--- src/hdl/zrle_pkg.sv ---
package zrle_pkg;

    localparam int LEN_BITS = 32;
    localparam int EXT_W    = LEN_BITS + 1;
    localparam int COUNT_W  = 15;
    localparam int CFG_W    = 32;
    localparam int CFG_IDX_W = 2;
    localparam int FIFO_DEPTH = 4;
    localparam int FIFO_PTR_W = 2;
    localparam int FIFO_CNT_W = 3;

    typedef enum logic [CFG_IDX_W-1:0] {
        CFG_INPUT_LENGTH  = 2'd0,
        CFG_OUTPUT_LENGTH = 2'd1
    } t_cfg_idx;

    typedef enum logic [1:0] {
        PH_HDR_HI  = 2'd0,
        PH_HDR_LO  = 2'd1,
        PH_LITERAL = 2'd2
    } t_phase;

    typedef enum logic [1:0] {
        KIND_LITERAL  = 2'd0,
        KIND_ZERO_RUN = 2'd1,
        KIND_DONE_OK  = 2'd2,
        KIND_DONE_ERR = 2'd3
    } t_kind;

    typedef enum logic [2:0] {
        ERR_NONE      = 3'd0,
        ERR_OVERFLOW  = 3'd1,
        ERR_UNDERFLOW = 3'd2,
        ERR_LEFTOVER  = 3'd3,
        ERR_TRUNCATED = 3'd4
    } t_err;

    typedef struct packed {
        t_kind               kind;
        logic [7:0]          data_byte;
        logic [COUNT_W-1:0]  zero_run;
        t_err                error_code;
        logic [31:0]         produced_length;
        logic                last_of_job;
    } t_result;

    typedef struct packed {
        logic [1:0] count;
        t_result    first;
        t_result    second;
    } t_result_pair;

endpackage

--- src/hdl/zrle_step.sv ---
module zrle_step (
    input  logic                                i_clk,
    input  logic                                i_rst_n,
    input  logic                                i_fire,
    input  logic [7:0]                          i_byte,
    input  logic [zrle_pkg::LEN_BITS-1:0]       i_ilen,
    input  logic [zrle_pkg::LEN_BITS-1:0]       i_olen,
    output zrle_pkg::t_result_pair              o_results
);

    zrle_pkg::t_phase                   r_phase, n_phase;
    logic [7:0]                         r_hdr_hi, n_hdr_hi;
    logic [zrle_pkg::COUNT_W-1:0]       r_lit_left, n_lit_left;
    logic [zrle_pkg::LEN_BITS-1:0]      r_in_pos, n_in_pos;
    logic [zrle_pkg::LEN_BITS-1:0]      r_out_pos, n_out_pos;
    logic                               r_failed, n_failed;
    zrle_pkg::t_err                     r_saved_err, n_saved_err;

    logic [zrle_pkg::LEN_BITS-1:0]      ilen_eff;
    logic [zrle_pkg::LEN_BITS-1:0]      in_pos_nx;
    logic [15:0]                        hdr;
    logic [zrle_pkg::COUNT_W-1:0]       cnt;
    logic [zrle_pkg::COUNT_W-1:0]       lit_dec;
    logic [zrle_pkg::EXT_W-1:0]         out_plus_cnt;
    logic [zrle_pkg::EXT_W-1:0]         in_plus_cnt;

    zrle_pkg::t_phase                   phase_mid;
    logic [zrle_pkg::COUNT_W-1:0]       lit_mid;
    logic [zrle_pkg::LEN_BITS-1:0]      out_mid;
    logic                               hdr_load;
    logic                               emit_run;
    logic                               emit_lit;
    zrle_pkg::t_err                     err_now;
    logic                               failed_mid;
    zrle_pkg::t_err                     err_mid;
    logic                               end_job;
    zrle_pkg::t_err                     end_err;
    logic                               fin_fail;
    zrle_pkg::t_err                     fin_err;
    zrle_pkg::t_result                  emit_res;
    zrle_pkg::t_result                  fin_res;

    assign ilen_eff     = (i_ilen == '0) ? (zrle_pkg::LEN_BITS)'(1) : i_ilen;
    assign in_pos_nx    = r_in_pos + (zrle_pkg::LEN_BITS)'(1);
    assign hdr          = {r_hdr_hi, i_byte};
    assign cnt          = hdr[zrle_pkg::COUNT_W-1:0];
    assign lit_dec      = r_lit_left - (zrle_pkg::COUNT_W)'(1);
    assign out_plus_cnt = {1'b0, r_out_pos} + (zrle_pkg::EXT_W)'(cnt);
    assign in_plus_cnt  = {1'b0, in_pos_nx} + (zrle_pkg::EXT_W)'(cnt);

    // byte handling for the current phase
    always_comb begin
        phase_mid = r_phase;
        lit_mid   = r_lit_left;
        out_mid   = r_out_pos;
        hdr_load  = 1'b0;
        emit_run  = 1'b0;
        emit_lit  = 1'b0;
        err_now   = zrle_pkg::ERR_NONE;
        if (!r_failed) begin
            case (r_phase)
                zrle_pkg::PH_HDR_LO: begin
                    phase_mid = zrle_pkg::PH_HDR_HI;
                    if (hdr[15]) begin
                        if (out_plus_cnt > {1'b0, i_olen}) begin
                            err_now = zrle_pkg::ERR_OVERFLOW;
                        end else begin
                            emit_run = 1'b1;
                            out_mid  = out_plus_cnt[zrle_pkg::LEN_BITS-1:0];
                        end
                    end else if (in_plus_cnt > {1'b0, ilen_eff}) begin
                        err_now = zrle_pkg::ERR_UNDERFLOW;
                    end else if (out_plus_cnt > {1'b0, i_olen}) begin
                        err_now = zrle_pkg::ERR_OVERFLOW;
                    end else begin
                        lit_mid = cnt;
                        if (cnt != '0) begin
                            phase_mid = zrle_pkg::PH_LITERAL;
                        end
                    end
                end
                zrle_pkg::PH_LITERAL: begin
                    emit_lit  = 1'b1;
                    out_mid   = r_out_pos + (zrle_pkg::LEN_BITS)'(1);
                    lit_mid   = lit_dec;
                    phase_mid = (lit_dec == '0) ? zrle_pkg::PH_HDR_HI : zrle_pkg::PH_LITERAL;
                end
                default: begin
                    phase_mid = zrle_pkg::PH_HDR_HI;
                    if (r_out_pos >= i_olen) begin
                        err_now = zrle_pkg::ERR_LEFTOVER;
                    end else begin
                        hdr_load  = 1'b1;
                        phase_mid = zrle_pkg::PH_HDR_LO;
                    end
                end
            endcase
        end
    end

    assign failed_mid = r_failed || (err_now != zrle_pkg::ERR_NONE);
    assign err_mid    = r_failed ? r_saved_err : err_now;
    assign end_job    = (in_pos_nx >= ilen_eff);

    // checks at the end of a job
    always_comb begin
        end_err = zrle_pkg::ERR_NONE;
        if (!failed_mid) begin
            case (phase_mid)
                zrle_pkg::PH_HDR_LO:  end_err = zrle_pkg::ERR_TRUNCATED;
                zrle_pkg::PH_LITERAL: end_err = zrle_pkg::ERR_UNDERFLOW;
                default: begin
                    if (out_mid < i_olen) begin
                        end_err = zrle_pkg::ERR_LEFTOVER;
                    end
                end
            endcase
        end
    end

    assign fin_fail = failed_mid || (end_err != zrle_pkg::ERR_NONE);
    assign fin_err  = failed_mid ? err_mid : end_err;

    // next state
    always_comb begin
        n_phase     = r_phase;
        n_hdr_hi    = r_hdr_hi;
        n_lit_left  = r_lit_left;
        n_in_pos    = r_in_pos;
        n_out_pos   = r_out_pos;
        n_failed    = r_failed;
        n_saved_err = r_saved_err;
        if (i_fire) begin
            if (end_job) begin
                n_phase     = zrle_pkg::PH_HDR_HI;
                n_hdr_hi    = '0;
                n_lit_left  = '0;
                n_in_pos    = '0;
                n_out_pos   = '0;
                n_failed    = 1'b0;
                n_saved_err = zrle_pkg::ERR_NONE;
            end else begin
                n_phase     = phase_mid;
                n_hdr_hi    = hdr_load ? i_byte : r_hdr_hi;
                n_lit_left  = lit_mid;
                n_in_pos    = in_pos_nx;
                n_out_pos   = out_mid;
                n_failed    = failed_mid;
                n_saved_err = err_mid;
            end
        end
    end

    // results of this beat
    always_comb begin
        emit_res                 = '0;
        emit_res.kind            = emit_run ? zrle_pkg::KIND_ZERO_RUN : zrle_pkg::KIND_LITERAL;
        emit_res.data_byte       = emit_lit ? i_byte : 8'd0;
        emit_res.zero_run        = emit_run ? cnt : '0;
        emit_res.error_code      = zrle_pkg::ERR_NONE;

        fin_res                  = '0;
        fin_res.kind             = fin_fail ? zrle_pkg::KIND_DONE_ERR : zrle_pkg::KIND_DONE_OK;
        fin_res.error_code       = fin_fail ? fin_err : zrle_pkg::ERR_NONE;
        fin_res.produced_length  = 32'(out_mid);
        fin_res.last_of_job      = 1'b1;

        o_results                = '0;
        o_results.count          = 2'(emit_run || emit_lit) + 2'(end_job);
        o_results.first          = (emit_run || emit_lit) ? emit_res : fin_res;
        o_results.second         = fin_res;
        if (!i_fire) begin
            o_results.count = 2'd0;
        end
    end

    always_ff @(posedge i_clk) begin
        if (!i_rst_n) begin
            r_phase     <= zrle_pkg::PH_HDR_HI;
            r_hdr_hi    <= '0;
            r_lit_left  <= '0;
            r_in_pos    <= '0;
            r_out_pos   <= '0;
            r_failed    <= 1'b0;
            r_saved_err <= zrle_pkg::ERR_NONE;
        end else begin
            r_phase     <= n_phase;
            r_hdr_hi    <= n_hdr_hi;
            r_lit_left  <= n_lit_left;
            r_in_pos    <= n_in_pos;
            r_out_pos   <= n_out_pos;
            r_failed    <= n_failed;
            r_saved_err <= n_saved_err;
        end
    end

endmodule

--- src/hdl/zrle_out_fifo.sv ---
module zrle_out_fifo (
    input  logic                                i_clk,
    input  logic                                i_rst_n,
    input  zrle_pkg::t_result_pair              i_push,
    input  logic                                i_pop,
    output logic                                o_room2,
    output logic                                o_valid,
    output zrle_pkg::t_result                   o_head
);

    zrle_pkg::t_result                  r_mem [zrle_pkg::FIFO_DEPTH];
    logic [zrle_pkg::FIFO_PTR_W-1:0]    r_wr_ptr, n_wr_ptr;
    logic [zrle_pkg::FIFO_PTR_W-1:0]    r_rd_ptr, n_rd_ptr;
    logic [zrle_pkg::FIFO_CNT_W-1:0]    r_count, n_count;
    logic [zrle_pkg::FIFO_PTR_W-1:0]    wr_ptr_b;
    logic                               pop_ok;

    assign o_valid  = (r_count != '0);
    assign o_room2  = (r_count <= (zrle_pkg::FIFO_CNT_W)'(zrle_pkg::FIFO_DEPTH - 2));
    assign o_head   = r_mem[r_rd_ptr];
    assign pop_ok   = i_pop && o_valid;
    assign wr_ptr_b = r_wr_ptr + (zrle_pkg::FIFO_PTR_W)'(1);

    always_comb begin
        n_wr_ptr = r_wr_ptr + (zrle_pkg::FIFO_PTR_W)'(i_push.count);
        n_rd_ptr = r_rd_ptr + (zrle_pkg::FIFO_PTR_W)'(pop_ok);
        n_count  = r_count + (zrle_pkg::FIFO_CNT_W)'(i_push.count)
                   - (zrle_pkg::FIFO_CNT_W)'(pop_ok);
    end

    always_ff @(posedge i_clk) begin
        if (i_push.count != 2'd0) begin
            r_mem[r_wr_ptr] <= i_push.first;
        end
        if (i_push.count == 2'd2) begin
            r_mem[wr_ptr_b] <= i_push.second;
        end
    end

    always_ff @(posedge i_clk) begin
        if (!i_rst_n) begin
            r_wr_ptr <= '0;
            r_rd_ptr <= '0;
            r_count  <= '0;
        end else begin
            r_wr_ptr <= n_wr_ptr;
            r_rd_ptr <= n_rd_ptr;
            r_count  <= n_count;
        end
    end

endmodule

--- src/hdl/zero_run_rle_decoder_core.sv ---
// Zero-run decoder core.
// Input channel: i_valid / o_stall carry one encoded byte per beat on
// i_code_byte. Output channel: o_valid / i_stall carry one result per beat
// (literal byte, zero run, or the final status of a job with
// o_produced_length and o_last_of_job set).
// Lengths are written through i_cfg_we / i_cfg_index / i_cfg_data; the
// user must write them only while the block is idle, which the block
// itself does not enforce. Index 0 is input_length, index 1 output_length.
// An accepted byte waits in the input register, is decoded from it into
// the result queue, and its results leave the queue on the output.
// Throughput: one byte per cycle; a byte that ends a job and also yields a
// literal or zero run gives two results, which leave on successive beats.
// The rate is set by the four-entry result queue: a byte is decoded only
// when two entries are free, so a stalled receiver fills the queue and
// o_stall then rises; nothing is dropped.
// Reset (synchronous, active low) empties the queue, sets input_length to
// 1 and output_length to 0, and starts a fresh job.
module zero_run_rle_decoder_core (
    input  logic                                i_clk,
    input  logic                                i_rst_n,
    input  logic                                i_valid,
    output logic                                o_stall,
    input  logic [7:0]                          i_code_byte,
    output logic                                o_valid,
    input  logic                                i_stall,
    output logic [1:0]                          o_kind,
    output logic [7:0]                          o_data_byte,
    output logic [14:0]                         o_zero_run,
    output logic [2:0]                          o_error_code,
    output logic [31:0]                         o_produced_length,
    output logic                                o_last_of_job,
    input  logic                                i_cfg_we,
    input  logic [zrle_pkg::CFG_IDX_W-1:0]      i_cfg_index,
    input  logic [zrle_pkg::CFG_W-1:0]          i_cfg_data
);

    logic [31:0]                r_input_length;
    logic [31:0]                r_output_length;
    logic                       r_in_valid, n_in_valid;
    logic [7:0]                 r_in_byte;
    logic                       fire;
    logic                       accept;
    logic                       room2;
    zrle_pkg::t_result_pair     results;
    zrle_pkg::t_result          head;

    assign fire    = r_in_valid && room2;
    assign o_stall = r_in_valid && !room2;
    assign accept  = i_valid && !o_stall;

    always_comb begin
        n_in_valid = r_in_valid;
        if (accept) begin
            n_in_valid = 1'b1;
        end else if (fire) begin
            n_in_valid = 1'b0;
        end
    end

    always_ff @(posedge i_clk) begin
        if (!i_rst_n) begin
            r_in_valid      <= 1'b0;
            r_input_length  <= 32'd1;
            r_output_length <= 32'd0;
        end else begin
            r_in_valid <= n_in_valid;
            if (i_cfg_we) begin
                case (i_cfg_index)
                    zrle_pkg::CFG_INPUT_LENGTH:  r_input_length  <= i_cfg_data;
                    zrle_pkg::CFG_OUTPUT_LENGTH: r_output_length <= i_cfg_data;
                    default: ;
                endcase
            end
        end
    end

    always_ff @(posedge i_clk) begin
        if (accept) begin
            r_in_byte <= i_code_byte;
        end
    end

    zrle_step u_step (
        .i_clk     (i_clk),
        .i_rst_n   (i_rst_n),
        .i_fire    (fire),
        .i_byte    (r_in_byte),
        .i_ilen    ((zrle_pkg::LEN_BITS)'(r_input_length)),
        .i_olen    ((zrle_pkg::LEN_BITS)'(r_output_length)),
        .o_results (results)
    );

    zrle_out_fifo u_out_fifo (
        .i_clk   (i_clk),
        .i_rst_n (i_rst_n),
        .i_push  (results),
        .i_pop   (!i_stall),
        .o_room2 (room2),
        .o_valid (o_valid),
        .o_head  (head)
    );

    assign o_kind            = head.kind;
    assign o_data_byte       = head.data_byte;
    assign o_zero_run        = head.zero_run;
    assign o_error_code      = head.error_code;
    assign o_produced_length = head.produced_length;
    assign o_last_of_job     = head.last_of_job;

endmodule

--- config.mk ---
export PLATFORM = sky130hd
export DESIGN_NAME = zero_run_rle_decoder_core
export DESIGN_NICKNAME = d
export VERILOG_FILES = /design/src/hdl/zrle_pkg.sv /design/src/hdl/zrle_step.sv /design/src/hdl/zrle_out_fifo.sv /design/src/hdl/zero_run_rle_decoder_core.sv
export SDC_FILE = /design/constraint.sdc
export NUM_CORES = 1
export LEC_CHECK = 0
export ABC_AREA = 1
export BUFFER_PORTS_ARGS = -buffer_cell sky130_fd_sc_hd__buf_2
export CAP_MARGIN = 15
export CORE_ASPECT_RATIO = 1.75
export CORE_MARGIN = 5
export CORE_UTILIZATION = 41
export CTS_BUF_LIST = sky130_fd_sc_hd__clkbuf_4
export CTS_CLUSTER_DIAMETER = 40
export DETAILED_ROUTE_END_ITERATION = 6
export PLACE_DENSITY = 0.6
export SETUP_SLACK_MARGIN = 0.1
export SLEW_MARGIN = 20
export SYNTH_ARGS = -nofsm -noshare
export SYNTH_HDL_FRONTEND = slang
export SYNTH_SLANG_ARGS = --single-unit
--- constraint.sdc ---
create_clock -name i_clk -period 8.1 [get_ports i_clk]
set_clock_uncertainty 0.1 [all_clocks]
set_input_delay 1.62 -clock i_clk [delete_from_list [all_inputs] [get_ports i_clk]]
set_output_delay 1.62 -clock i_clk [all_outputs]
set_load 0.05 [all_outputs]
==> flow_summary_export.csv <==
group,metric,value,unit
hold_path,timing.hold.worst.start,"u_out_fifo.r_mem[0][0]",
floorplan,die_height,334,um
global_routing,via_count_of_the_first_global_routing_pass,22800,
global_routing,grt_most_used_layer,"met2",
clock_network,post_cts_hold_buffer_count,0,
worst_setup_path,rrSetupSlack,620,ps
synthesis,yosys_most_used_dff,"dfxtp_1",
layout,layout-drive-gt1-share,0.119,
synthesis,mappedNetlistNets,3440,
synthesis,synth_cell_types,61,
floorplan,fp.dieArea,65200,um2
global_routing,met1_usage_in_global_routing,0.257,
synthesis,synth_seq_cells,413,
power_and_ir_drop,power.total,0.00705,W
worst_setup_path,worst_path_max_delay_cell,"or3_1",
timing,max_slew_margin_vs_limit,0.371,
clock_network,source_to_sink_clock_delay_at_the_later_pin_of_the_worst_skew_pair,840,ps
timing,period_minus_slack,7480,ps
global_routing,grt.met2_usage,0.433,
drt,dr_total_vias,22900,
global_routing,globalRouteOverflowTotal,0,
drt,dr.first_iter.drc_count,1445,
worst_setup_path,crit_path_max_fanout,10,
drt,number_of_iterations_in_the_first_detailed_routing_pass,6,
global_routing,globalRouteTotalUtil,0.235,
placed_design,gp_routability_congestion,0.975,
worst_setup_path,crit_path_required_time,8560,ps
power_and_ir_drop,leakagePower,11.5,nW
floorplan,die_w,195,um
synthesis,ys.warnings.count,0,
clock_network,clockRootBuffer,"clkbuf_4",
worst_setup_path,path_delay_family,"simple AND/OR/NAND/NOR gates",
synthesis,syn_area,24600,um2
clock_network,ctsHtreeMaxLevel,3,
layout,nets,3573,
floorplan,pin_count,110,
synthesis,synthesis.area_per_instance,7.72,um2
worst_setup_path,buf_inv_stages_crit_path,7,
drt,totalWireLength,79100,um
worst_setup_path,end_kind,"register",
synthesis,synthCells,3187,
timing,setup-violations-final,0,
worst_setup_path,crit_path_start_kind,"register",
drt,drcViolationCount,0,
synthesis,edff_count_synth,152,
drt,wire_per_inst,18.9,um
worst_setup_path,crit_path_max_incr_delay,400,ps
synthesis,seq_area_frac_synth,0.398,
layout,ff_latch_area,9790,um2
layout,area_growth_syn_to_layout,11.5,%
floorplan,floorplan.core_area,59400,um2
global_routing,grt_antenna_before_repair,1,
timing,fmax,0.134,GHz
global_routing,largest_net_degree_at_the_start_of_global_routing,88,
synthesis,post_synthesis_async_set_or_reset_flop_share,0,
status,outcome,"finished, final reports clean",
timing,final-max-slew-violation-count,0,
placed_design,hpwlAfterDp,56500,um
worst_setup_path,r2r_start,"r_in_byte[2]",
clock_network,tritoncts.num_buffers,96,
layout,fillCellCount,6071,
global_routing,global_routing_met3_resource_utilization,0.0299,
clock_network,cts_max_path_buffers,3,
worst_setup_path,arrival,7940,ps
clock_network,tritoncts_clock_tree,"built",
timing,report.final.hold_viol_count,0,
hold_path,worstHoldPathType,"register to register",
power_and_ir_drop,powerDensity,257,nW/um2
timing,worst_slew_pin_slew,943,ps
job,cap_violations,0,
floorplan,core.rowCount,118,
drt,avgViaCountPerCell,5.47,
placed_design,place.port_buffers,109,
layout,multi_input_area,13000,um2
timing,final.period_utilization,0.923,
timing,setup_tns,0,ps
worst_setup_path,startpoint,"r_in_byte[2]",
worst_setup_path,timing.setup.critical_path_class,"register to register",
floorplan,start_util,0.415,
power_and_ir_drop,worst_ir_drop_vdd,0.000274,V
global_routing,grt_first_pass_wirelength,123000,um
worst_setup_path,most_frequent_cell_on_critical_path,"nand2_1",
clock_network,clock-sinks,413,
timing,rsz0062_at_grt,"false",
drt,antenna_violating_nets_post_route,0,
clock_network,cts.clk_slew.worst_paths,70,ps
==> cell usage after synthesis, drive strengths merged, types with 10 or more instances <==
master / count / area share
nand2: 463 / 0.071
nor2: 434 / 0.068
o21ai: 372 / 0.077
inv: 336 / 0.051
dfxtp: 261 / 0.21
a21oi: 252 / 0.051
ha: 203 / 0.10
edfxtp: 152 / 0.19
clkbuf: 134 / 0.020
nand3: 131 / 0.027
o22ai: 85 / 0.022
xor2: 80 / 0.029
nand4: 47 / 0.012
nor3: 43 / 0.010
a22oi: 39 / 0.012
nor4: 28 / 0.0074
xnor2: 20 / 0.0071
buf: 19 / 0.0041
o2111ai: 17 / 0.0061
a211oi: 10 / 0.0031
==> cell families after synthesis <==
kind of cell / Yosys count / synth area share
AO/OA/AOI/OAI: 821 / 0.186
XOR/XNOR: 100 / 0.0364
adder cells (fa/ha/maj): 206 / 0.106
buffers and inverters: 490 / 0.0760
flip-flops: 413 / 0.398
AND/OR/NAND/NOR: 1157 / 0.198
==> layer usage <==
| layer | wire length (um) | part of all wire |
|---|---|---|
| met1 | 30000 | 0.38 |
| met2 | 40800 | 0.52 |
| met3 | 3550 | 0.045 |
| met4 | 4700 | 0.059 |
| met5 | 0 | 0 |
==> final timing paths <==
| path | to | cells after the start |
|---|---|---|
| min reg2reg | u_out_fifo.r_mem[0][0] | 2 |
| max | u_out_fifo.r_mem[3][59] | 44 |
| min | u_out_fifo.r_mem[0][0] | 2 |
| max reg2reg | u_out_fifo.r_mem[3][59] | 44 |
==> area by class of cell <==
cell class,count,share of cell area
diodes,2,0.000182
clock buffers,138,0.0377
clock inverters,38,0.00816
inverters,337,0.0461
multi-input cells,2284,0.474
flip-flops and latches,413,0.357
well taps,780,0.0356
repair buffers,188,0.0415
==> through the flow <==
step | setup WS (ps) | util | instance area (um2) | hold WS, ps | cells
final | 623 | 0.462 | 27400 | 354 | 4180
after CTS | 564 | 0.462 | 27400 | 356 | 4177
after floorplan | 1150 | - | 24600 | 312 | 3187
after global routing | 125 | 0.462 | 27400 | 373 | 4179
after detailed placement | 594 | 0.441 | 26200 | 342 | 4001
after global placement | 753 | 0.441 | 26200 | 334 | 4001
==> placed cells by master (no fill, tap or decap), types with 27 or more instances in the layout <==
cell type    n
clkbuf_4   138
buf_4       79
nor2_1     425
o21ai_0    340
nor3_1      36
inv_1      318
dfxtp_1    259
xor2_1      79
nand3_1    127
ha_1       203
a21oi_1    252
buf_2      109
edfxtp_1   152
nand4_1     47
a22oi_1     39
o22ai_1     84
nand2_1    457
nor4_1      27
==> repair_timing <==
action,in CTS,in global routing
setup endpoints to repair,0,12
buffers inserted,0,1
resized for setup,0,5
==> power by group <==
part	switching, W	total, W	leakage [nW]	internal [W]
combinational	0.00210	0.00292	7.14	0.000812
clock	0.000859	0.00172	0.746	0.000857
sequential	0.000151	0.00242	3.61	0.00227
total	0.00311	0.00705	11.5	0.00394
==> worst min-delay path, cell delays in order, from the launching register on <==
cell and delay, ps:
dfxtp_1 310, nand2_1 60, nand2_1 40
==> state kept, by name, summed over array words and instances (netlist names), 8 cells and up <==
name / cells
u_step.r_hdr_hi: 8
u_out_fifo.r_mem: 240
u_step.r_lit_left: 15
u_step.r_out_pos: 32
r_output_length: 32
r_in_byte: 8
u_step.r_in_pos: 32
r_input_length: 32
No activity file was read; power rests on OpenSTA's default activity.
